<file path="src/sv/sliding_window_event_rate_meter_defines.svh">
// Assertion macros for the sliding window event rate meter.
// No dependencies; included by files that carry concurrent checks.
`ifndef SLIDING_WINDOW_EVENT_RATE_METER_DEFINES_SVH
`define SLIDING_WINDOW_EVENT_RATE_METER_DEFINES_SVH
`ifndef SYNTHESIS
// clocked check, held off while reset is active
`define SWERM_ASSERT(lbl, clk_s, rstn_s, prop) \
    lbl: assert property (@(posedge clk_s) disable iff (!rstn_s) prop) \
        else $error("check failed");
// clocked check that also holds during reset
`define SWERM_ASSERT_ALWAYS(lbl, clk_s, prop) \
    lbl: assert property (@(posedge clk_s) prop) \
        else $error("check failed");
`else
`define SWERM_ASSERT(lbl, clk_s, rstn_s, prop)
`define SWERM_ASSERT_ALWAYS(lbl, clk_s, prop)
`endif
`endif

</file>
<file path="src/sv/swerm_pkg.sv">
// Shared widths, limits and control structs for the event rate meter.
// No dependencies.
package swerm_pkg;

    localparam int CNT_W  = 8;
    localparam int WIN_W  = 14;
    localparam int TOT_W  = 32;
    localparam int ACT_W  = 32;
    localparam int FRAC_W = 8;
    localparam int AVG_W  = 40;

    localparam logic [TOT_W-1:0] TOT_MAX = '1;
    localparam logic [ACT_W-1:0] ACT_MAX = '1;
    localparam logic [ACT_W-1:0] ACT_ONE = ACT_W'(1);

    // control fanned out to every slot cell
    typedef struct packed {
        logic shift;
        logic clear;
    } cell_ctl_t;

    // divider status back to the sequencer
    typedef struct packed {
        logic busy;
        logic done;
    } div_stat_t;

endpackage

</file>
<file path="src/sv/swerm_tick_if.sv">
// Input channel: one tick request with its event count and clear flag.
// Depends on swerm_pkg.
interface swerm_tick_if;
    logic                       valid;
    logic                       ready;
    logic [swerm_pkg::CNT_W-1:0] event_count;
    logic                       clear;

    modport source (output valid, output event_count, output clear, input ready);
    modport sink   (input valid, input event_count, input clear, output ready);
endinterface

</file>
<file path="src/sv/swerm_result_if.sv">
// Output channel: one result request per tick.
// Depends on swerm_pkg.
interface swerm_result_if;
    logic                        valid;
    logic                        ready;
    logic [swerm_pkg::TOT_W-1:0] total_events;
    logic [swerm_pkg::WIN_W-1:0] window_rate;
    logic [swerm_pkg::WIN_W-1:0] peak_rate;
    logic [swerm_pkg::AVG_W-1:0] average_rate;

    modport source (output valid, output total_events, output window_rate,
                    output peak_rate, output average_rate, input ready);
    modport sink   (input valid, input total_events, input window_rate,
                    input peak_rate, input average_rate, output ready);
endinterface

</file>
<file path="src/sv/sliding_window_event_rate_meter.sv">
// Sliding window event rate meter: one result request for every tick request.
// On acceptance a tick updates the statistics; the serial divider is then
// loaded and produces the average one quotient bit per step, and the output
// register loads it once it is free. The 40-step divider sets the rate; a
// new tick is taken once the divider has handed over, even if the last result
// still waits in the output register. The window is a chain of SLOTS cells that
// shift once per tick, so the cell at the tail holds the count leaving the
// window. Depends on swerm_pkg, the two channel interfaces, swerm_slot_cell,
// swerm_div and the assertion macro header.
`include "sliding_window_event_rate_meter_defines.svh"

module sliding_window_event_rate_meter #(
    parameter int SLOTS = 10
) (
    input  logic           clk,
    input  logic           rst_n,
    swerm_tick_if.sink     tick,
    swerm_result_if.source result
);

    localparam int CNT_W = swerm_pkg::CNT_W;
    localparam int WIN_W = swerm_pkg::WIN_W;
    localparam int TOT_W = swerm_pkg::TOT_W;
    localparam int ACT_W = swerm_pkg::ACT_W;
    localparam int AVG_W = swerm_pkg::AVG_W;
    localparam int POS_W = (SLOTS > 1) ? $clog2(SLOTS) : 1;

    typedef enum logic [1:0] {
        S_IDLE,
        S_START,
        S_RUN,
        S_WAIT
    } state_t;

    state_t state_reg;

    // statistics
    logic [WIN_W-1:0] window_sum_reg;
    logic [TOT_W-1:0] total_reg;
    logic [WIN_W-1:0] peak_reg;
    logic [POS_W-1:0] pos_reg;
    logic [ACT_W-1:0] active_reg;

    // output register
    logic             out_valid_reg;
    logic [TOT_W-1:0] out_total_reg;
    logic [WIN_W-1:0] out_win_reg;
    logic [WIN_W-1:0] out_peak_reg;
    logic [AVG_W-1:0] out_avg_reg;

    logic                 accept;
    logic [CNT_W-1:0]     cnt;
    swerm_pkg::cell_ctl_t cell_ctl;
    logic [CNT_W-1:0]     slot_q [SLOTS];
    logic [CNT_W-1:0]     oldest;

    logic [TOT_W:0]   tot_sum;
    logic [TOT_W-1:0] total_next;
    logic [WIN_W-1:0] win_next;
    logic             wrap;

    swerm_pkg::div_stat_t div_stat;
    logic [AVG_W-1:0]     quotient;
    logic                 slot_free;
    logic                 load;

    // ---------------- input side ----------------
    assign tick.ready = (state_reg == S_IDLE);
    assign accept     = tick.valid && tick.ready;
    assign cnt        = tick.clear ? '0 : tick.event_count;   // clear tick counts as zero

    // ---------------- slot chain ----------------
    // cell 0 takes the new count, the tail cell holds the count aging out
    assign cell_ctl.shift = accept;
    assign cell_ctl.clear = accept && tick.clear;

    for (genvar i = 0; i < SLOTS; i++)
    begin : g_cell
        logic [CNT_W-1:0] d;
        if (i == 0)
        begin : g_head
            assign d = cnt;
        end
        else
        begin : g_link
            assign d = slot_q[i-1];
        end
        swerm_slot_cell u_cell (
            .clk   (clk),
            .rst_n (rst_n),
            .ctl   (cell_ctl),
            .d     (d),
            .q     (slot_q[i])
        );
    end

    assign oldest = slot_q[SLOTS-1];

    // ---------------- statistics update ----------------
    assign tot_sum    = {1'b0, total_reg} + (TOT_W+1)'(cnt);
    assign total_next = tot_sum[TOT_W] ? swerm_pkg::TOT_MAX : tot_sum[TOT_W-1:0];
    assign win_next   = window_sum_reg - WIN_W'(oldest) + WIN_W'(cnt);
    assign wrap       = (pos_reg == POS_W'(SLOTS - 1));

    always_ff @(posedge clk or negedge rst_n)
    begin
        if (!rst_n)
        begin
            window_sum_reg <= '0;
            total_reg      <= '0;
            peak_reg       <= '0;
            pos_reg        <= '0;
            active_reg     <= swerm_pkg::ACT_ONE;
        end
        else if (accept)
        begin
            priority if (tick.clear)
            begin
                // everything back to reset, then a zero-event tick
                window_sum_reg <= '0;
                total_reg      <= '0;
                peak_reg       <= '0;
                pos_reg        <= POS_W'(1);
                active_reg     <= swerm_pkg::ACT_ONE;
            end
            else
            begin
                window_sum_reg <= win_next;
                total_reg      <= total_next;
                if (win_next > peak_reg)
                begin
                    peak_reg <= win_next;
                end
                if (wrap)
                begin
                    pos_reg <= '0;
                    // a second counts only if its window saw events
                    if (win_next != '0 && active_reg != swerm_pkg::ACT_MAX)
                    begin
                        active_reg <= active_reg + ACT_W'(1);
                    end
                end
                else
                begin
                    pos_reg <= pos_reg + POS_W'(1);
                end
            end
        end
    end

    // ---------------- average: (total << 8) / active seconds ----------------
    swerm_div u_div (
        .clk      (clk),
        .rst_n    (rst_n),
        .start    (state_reg == S_START),
        .dividend ({total_reg, {swerm_pkg::FRAC_W{1'b0}}}),
        .divisor  (active_reg),
        .stat     (div_stat),
        .quotient (quotient)
    );

    // ---------------- sequencer and output register ----------------
    assign slot_free = !out_valid_reg || result.ready;
    assign load      = slot_free &&
                       ((state_reg == S_RUN && div_stat.done) || state_reg == S_WAIT);

    always_ff @(posedge clk or negedge rst_n)
    begin
        if (!rst_n)
        begin
            state_reg     <= S_IDLE;
            out_valid_reg <= 1'b0;
            out_total_reg <= '0;
            out_win_reg   <= '0;
            out_peak_reg  <= '0;
            out_avg_reg   <= '0;
        end
        else
        begin
            unique case (state_reg)
                S_IDLE:
                begin
                    if (accept)
                    begin
                        state_reg <= S_START;
                    end
                end
                S_START:
                begin
                    state_reg <= S_RUN;
                end
                S_RUN:
                begin
                    if (div_stat.done)
                    begin
                        state_reg <= slot_free ? S_IDLE : S_WAIT;
                    end
                end
                S_WAIT:
                begin
                    if (slot_free)
                    begin
                        state_reg <= S_IDLE;
                    end
                end
                default:
                begin
                    state_reg <= S_IDLE;
                end
            endcase

            if (load)
            begin
                out_valid_reg <= 1'b1;
                out_total_reg <= total_reg;
                out_win_reg   <= window_sum_reg;
                out_peak_reg  <= peak_reg;
                out_avg_reg   <= quotient;
            end
            else if (result.ready)
            begin
                out_valid_reg <= 1'b0;
            end
        end
    end

    assign result.valid        = out_valid_reg;
    assign result.total_events = out_total_reg;
    assign result.window_rate  = out_win_reg;
    assign result.peak_rate    = out_peak_reg;
    assign result.average_rate = out_avg_reg;

    // ---------------- checks ----------------
    `SWERM_ASSERT(a_accept_starts_div, clk, rst_n, accept |=> state_reg == S_START)
    `SWERM_ASSERT(a_done_only_in_run, clk, rst_n, div_stat.done |-> state_reg == S_RUN)
    `SWERM_ASSERT(a_peak_covers_window, clk, rst_n, window_sum_reg <= peak_reg)
    `SWERM_ASSERT_ALWAYS(a_active_nonzero, clk, !rst_n || active_reg != '0)

endmodule

</file>
<file path="src/sv/swerm_slot_cell.sv">
// One cell of the slot chain: holds one per-tick count, passes it on.
// Depends on swerm_pkg.
module swerm_slot_cell (
    input  logic                         clk,
    input  logic                         rst_n,
    input  swerm_pkg::cell_ctl_t         ctl,
    input  logic [swerm_pkg::CNT_W-1:0]  d,
    output logic [swerm_pkg::CNT_W-1:0]  q
);

    logic [swerm_pkg::CNT_W-1:0] count_reg;

    always_ff @(posedge clk or negedge rst_n)
    begin
        if (!rst_n)
        begin
            count_reg <= '0;
        end
        else if (ctl.clear)
        begin
            count_reg <= '0;
        end
        else if (ctl.shift)
        begin
            count_reg <= d;
        end
    end

    assign q = count_reg;

endmodule

</file>
<file path="src/sv/swerm_div.sv">
// Restoring serial divider, one quotient bit per cycle.
// Depends on swerm_pkg. Divisor must be nonzero.
module swerm_div (
    input  logic                         clk,
    input  logic                         rst_n,
    input  logic                         start,
    input  logic [swerm_pkg::AVG_W-1:0]  dividend,
    input  logic [swerm_pkg::ACT_W-1:0]  divisor,
    output swerm_pkg::div_stat_t         stat,
    output logic [swerm_pkg::AVG_W-1:0]  quotient
);

    localparam int STEPS = swerm_pkg::AVG_W;
    localparam int CNT_W = $clog2(STEPS);
    localparam int DW    = swerm_pkg::ACT_W;

    logic             busy_reg;
    logic             done_reg;
    logic [CNT_W-1:0] step_reg;
    logic [STEPS-1:0] dvd_reg;     // dividend bits out, quotient bits in
    logic [DW-1:0]    rem_reg;
    logic [DW-1:0]    dsr_reg;

    logic [DW:0]      rem_sh;
    logic [DW+1:0]    diff;
    logic             ge;

    assign rem_sh = {rem_reg, dvd_reg[STEPS-1]};
    assign diff   = {1'b0, rem_sh} - {2'b00, dsr_reg};
    assign ge     = !diff[DW+1];

    always_ff @(posedge clk or negedge rst_n)
    begin
        if (!rst_n)
        begin
            busy_reg <= 1'b0;
            done_reg <= 1'b0;
            step_reg <= '0;
            dvd_reg  <= '0;
            rem_reg  <= '0;
            dsr_reg  <= '0;
        end
        else
        begin
            done_reg <= 1'b0;
            if (start)
            begin
                busy_reg <= 1'b1;
                step_reg <= '0;
                dvd_reg  <= dividend;
                rem_reg  <= '0;
                dsr_reg  <= divisor;
            end
            else if (busy_reg)
            begin
                rem_reg <= ge ? diff[DW-1:0] : rem_sh[DW-1:0];
                dvd_reg <= {dvd_reg[STEPS-2:0], ge};
                if (step_reg == CNT_W'(STEPS - 1))
                begin
                    busy_reg <= 1'b0;
                    done_reg <= 1'b1;
                end
                else
                begin
                    step_reg <= step_reg + CNT_W'(1);
                end
            end
        end
    end

    assign stat.busy = busy_reg;
    assign stat.done = done_reg;
    assign quotient  = dvd_reg;

endmodule

</file>
<file path="src/flat_wrapper.sv">
// flat-port wrapper written by rule: the top's interface ports become plain ports
module sliding_window_event_rate_meter_flat 
#(
    parameter int SLOTS = 10
)
  (clk, rst_n, tick_valid, tick_event_count, tick_clear, tick_ready, result_valid, result_total_events, result_window_rate, result_peak_rate, result_average_rate, result_ready);
  swerm_tick_if tick_i ();
  swerm_result_if result_i ();
  input  logic clk;
  input  logic rst_n;
  input wire logic [$bits(tick_i.valid)-1:0] tick_valid;
  input wire logic [$bits(tick_i.event_count)-1:0] tick_event_count;
  input wire logic [$bits(tick_i.clear)-1:0] tick_clear;
  output wire logic [$bits(tick_i.ready)-1:0] tick_ready;
  output wire logic [$bits(result_i.valid)-1:0] result_valid;
  output wire logic [$bits(result_i.total_events)-1:0] result_total_events;
  output wire logic [$bits(result_i.window_rate)-1:0] result_window_rate;
  output wire logic [$bits(result_i.peak_rate)-1:0] result_peak_rate;
  output wire logic [$bits(result_i.average_rate)-1:0] result_average_rate;
  input wire logic [$bits(result_i.ready)-1:0] result_ready;
  assign tick_i.valid = tick_valid;
  assign tick_i.event_count = tick_event_count;
  assign tick_i.clear = tick_clear;
  assign tick_ready = tick_i.ready;
  assign result_valid = result_i.valid;
  assign result_total_events = result_i.total_events;
  assign result_window_rate = result_i.window_rate;
  assign result_peak_rate = result_i.peak_rate;
  assign result_average_rate = result_i.average_rate;
  assign result_i.ready = result_ready;
  sliding_window_event_rate_meter #(.SLOTS(SLOTS)) u_core (.clk(clk), .rst_n(rst_n), .tick(tick_i), .result(result_i));
endmodule
</file>
<file path="config.mk">
export PLATFORM = sky130hd
export DESIGN_NAME = sliding_window_event_rate_meter_flat
export DESIGN_NICKNAME = d
export VERILOG_FILES = /design/src/sv/swerm_pkg.sv /design/src/sv/swerm_tick_if.sv /design/src/sv/swerm_result_if.sv /design/src/sv/sliding_window_event_rate_meter.sv /design/src/sv/swerm_slot_cell.sv /design/src/sv/swerm_div.sv /design/src/flat_wrapper.sv
export VERILOG_INCLUDE_DIRS = /design/src /design/src/sv
export SDC_FILE = /design/constraint.sdc
export NUM_CORES = 1
export LEC_CHECK = 0
export ABC_AREA = 1
export BUFFER_PORTS_ARGS = -buffer_cell sky130_fd_sc_hd__buf_2
export CORE_MARGIN = 2
export CORE_UTILIZATION = 50
export DETAILED_ROUTE_END_ITERATION = 8
export HOLD_SLACK_MARGIN = 0.03
export PLACE_DENSITY = 0.67
export SYNTH_ARGS = -nofsm -noshare
export SYNTH_HDL_FRONTEND = slang
export SYNTH_SLANG_ARGS = --single-unit
export TNS_END_PERCENT = 20
</file>
<file path="constraint.sdc">
create_clock -name clk -period 5.25 [get_ports clk]
set_clock_uncertainty 0.2 [all_clocks]
set_input_delay 0.525 -clock clk [delete_from_list [all_inputs] [get_ports clk]]
set_output_delay 0.525 -clock clk [all_outputs]
set_load 0.05 [all_outputs]
</file>
==> impl_results.rst <==
.. list-table::
   :header-rows: 1

   * - Metric
     - Value
   * - DP Area
     - 21800 µm²
   * - Largest fanout on the critical path
     - 24
   * - Die Span X
     - 208 µm
   * - Final period utilization
     - 0.831
   * - Max-capacitance violation count
     - 0
   * - # rows
     - 74
   * - Multi-input combinational cell area
     - 9200 µm²
   * - Residual DRC count
     - 0
   * - Unrepaired setup endpoints after global routing
     - false
   * - Wirelength per Cell
     - 17.0 µm
   * - Power share of the clock group
     - 0.198
   * - Routability congestion estimate from global placement
     - 0.921
   * - I/O Buffers
     - 114
   * - Wl on met1
     - 25.7 mm
   * - Initial core utilization
     - 0.508
   * - Vias per inst
     - 5.46
   * - Max_slew headroom
     - 0.263
   * - Post-cts resize count
     - 0
   * - Part of the power in combinational logic
     - 0.502
   * - Critical path arrival
     - 4.64 ns
   * - Worst path bufs/invs
     - 5
   * - Gate count of the mapped netlist
     - 2612
   * - Result of the run
     - completed
   * - Area taken by flip-flops and latches
     - 9790 µm²
   * - Clock tree from TritonCTS
     - built
   * - Post-layout power
     - 0.0149 W
   * - Setup TNS
     - 0 ns
   * - Final slew viol count
     - 0
   * - Main area contributors after synthesis
     - sky130_fd_sc_hd__dfrtp_1, sky130_fd_sc_hd__nand2_1, sky130_fd_sc_hd__inv_1
   * - Height of the chip
     - 208 µm
   * - Static leakage power
     - 11.2 nW
   * - Minimum clock period after layout
     - 4.36 ns
   * - Clock slew seen by the registers of the worst setup and hold paths
     - 0.06 ns
   * - I/O pins
     - 115
   * - Number of synthesis warnings
     - 0
   * - Combined global-route utilization of all metal layers
     - 0.261
   * - Fraction of registers with async set/reset
     - 1.00
   * - Final Hold Violating Endpoints
     - 0
   * - Detailed-route via count
     - 17800
   * - Number of global-route vias before repair
     - 17500
   * - Number of fill cells in the layout
     - 3876
   * - Worst-path cell with the longest stage delay
     - sky130_fd_sc_hd__nand2_1
   * - Largest register FFs
     - 80
   * - Ratio of total power to cell area
     - 641 nW/µm²
   * - Highest layer used for signal routing
     - met5
   * - Maximum achievable frequency
     - 229 MHz
   * - Top cell family by delay on the critical path
     - simple AND/OR/NAND/NOR gates
   * - Cts-stage hold buffer count
     - 2
   * - Most repeated library cell on the critical path
     - sky130_fd_sc_hd__nand2_1
   * - Type of the worst min-delay path
     - in2reg
   * - CP Launch Type
     - flop
   * - Skew-Pair Late Insertion Delay
     - 0.58 ns
   * - Routed length on met3
     - 3.01 mm
   * - Mapped Avg Cell Area
     - 7.98 µm²
   * - Count of antenna-violating nets left after detailed routing
     - 0
   * - Internal Pwr Total
     - 0.00789 W
   * - Peak ir drop on the vdd network
     - 0.000442 V
   * - Layout cell share with drive strength beyond 1
     - 0.102
   * - Slew @ Worst Pin
     - 1.10 ns
   * - Number of antenna violations at the first check in global routing
     - 2
   * - Net count of the mapped netlist
     - 2704
   * - WL met2
     - 25.2 mm
   * - Initial DRT Pass Iterations
     - 5
   * - Switching part of the total power
     - 0.469
   * - # Post-CTS Setup Buffers
     - 0
   * - Post-synthesis to final-layout area growth
     - 11.3%
   * - Capturing element type of the critical path
     - flop
   * - Reg power frac
     - 0.301
   * - Maximum single-stage delay on the critical path
     - 0.56 ns
   * - DIE AREA
     - 43300 µm²
   * - # setup viols final
     - 0
   * - Maximum number of pins on one net before global-route repair
     - 129
   * - Synth Cell Area
     - 20800 µm²
   * - Dominant cell type by area after synthesis
     - sky130_fd_sc_hd__dfrtp_1
   * - Routed Wire Length
     - 55.4 mm
   * - Post-route cell area
     - 23200 µm²
   * - Final #Nets
     - 2781
   * - CTS sink count
     - 391
   * - Clock root cell
     - sky130_fd_sc_hd__clkbuf_16
   * - Std-Cell Core Area
     - 41000 µm²
   * - Type of the worst setup path
     - reg2reg
   * - Number of enable flip-flop cells after synthesis
     - 0
   * - Global-route wire length before repair
     - 91.5 mm
   * - Number of register bits inferred by synthesis
     - 391
   * - Number of distinct standard cells referenced by the synthesized netlist
     - 57
   * - Final HPWL from detailed placement
     - 39.6 mm
   * - Portion of synthesized cell area occupied by the leading cell type
     - 0.468
   * - Max Buffers Root-to-Sink
     - 3
   * - Most repeated cell in the gate-level netlist after synthesis
     - sky130_fd_sc_hd__nand2_1
   * - Required time of the critical path
     - 5.53 ns
   * - Top cells by count, synth
     - sky130_fd_sc_hd__nand2_1, sky130_fd_sc_hd__dfrtp_1, sky130_fd_sc_hd__inv_1
   * - Detailed router's first-iteration violation count
     - 1166
   * - Ys flop type
     - sky130_fd_sc_hd__dfrtp_1
   * - Sequential-to-total area share from yosys stat
     - 0.470
   * - Total congestion overflow after global routing
     - 0
   * - CTS H-tree depth
     - 2
   * - Reported net switching power
     - 0.00697 W
   * - TritonCTS Buffers
     - 42
   * - Final cell utilization of the core
     - 0.565
metrics by stage:
step / instances / setup slack (ns) / hold WS [ns]
floorplan: 2612 / 0.853 / 0.0294
global placement: 3175 / 0.593 / 0.261
detailed placement: 3175 / 0.470 / 0.267
CTS: 3251 / 0.922 / 0.0356
global route: 3252 / 0.454 / 0.103
finish: 3252 / 0.889 / 0.0722
layout by cell type, fill, tap and decap left out, drive strengths merged, types with 18 or more instances in the layout:
cell    count
o221ai     32
xnor2      18
a21oi      75
dfrtp     390
inv       368
o22ai      72
nor3       41
clkbuf     62
nand3     168
o21ai     280
nor2      155
nand2     698
xor2       31
nand4      40
buf       134
ha         73
power groups by stage:
stage / clock [W] / combinational [W] / sequential, W
final: 0.00294 / 0.00746 / 0.00447
after global routing: 0.00311 / 0.00840 / 0.00457
after CTS: 0.00302 / 0.00748 / 0.00447
after detailed placement: 0 / 0.00744 / 0.00451
after global placement: 0 / 0.00733 / 0.00449
after floorplan: 0 / 0.00465 / 0.00533
logic make-up after synthesis:
kind of cell             Yosys count  synth area share
multiplexers                       7           0.00378
flip-flops                       391             0.470
buffers and inverters            472            0.0899
AND/OR/NAND/NOR                 1125             0.234
adder cells (fa/ha/maj)           79            0.0496
XOR/XNOR                          49            0.0206
AO/OA/AOI/OAI                    489             0.132
path summary, 6_finish.rpt:
| check | from | endpoint | slack (ns) | cells past startpoint |
|---|---|---|---|---|
| max in group asynchronous | rst_n | u_core.result.peak_rate[11] | 3.18 | 3 |
| worst min register to register | u_core.result.average_rate[4] | u_core.result.average_rate[4] | 0.28 | 2 |
| worst min-delay path | tick_valid | u_core.state_reg[0] | 0.07 | 3 |
| min in group asynchronous | rst_n | u_core.result.total_events[14] | 0.32 | 2 |
| worst max-delay path | u_core.window_sum_reg[0] | u_core.peak_reg[4] | 0.89 | 25 |
| worst max register to register | u_core.window_sum_reg[0] | u_core.peak_reg[4] | 0.89 | 25 |
worst min-delay path, stage by stage:
cell and delay (ns):
sky130_fd_sc_hd__buf_2 0.09, sky130_fd_sc_hd__o22ai_1 0.07, sky130_fd_sc_hd__a21oi_1 0.11
metal layers:
| metal | up-vias | track usage |
|---|---|---|
| met5 | - | 0 |
| met2 | 447 | 0.420 |
| met4 | 2 | 0.0896 |
| met3 | 98 | 0.0355 |
| li1 | 8691 | - |
| met1 | 8523 | 0.365 |
layout make-up:
| class | count | area share |
|---|---|---|
| inverters | 369 | 0.0599 |
| well taps | 532 | 0.0287 |
| diodes | 1 | 0.000108 |
| multi-input cells | 1749 | 0.397 |
| clock inverters | 12 | 0.00540 |
| clock buffers | 62 | 0.0537 |
| flip-flops and latches | 391 | 0.422 |
| repair buffers | 136 | 0.0335 |
Power figures use the tool's default switching activity.
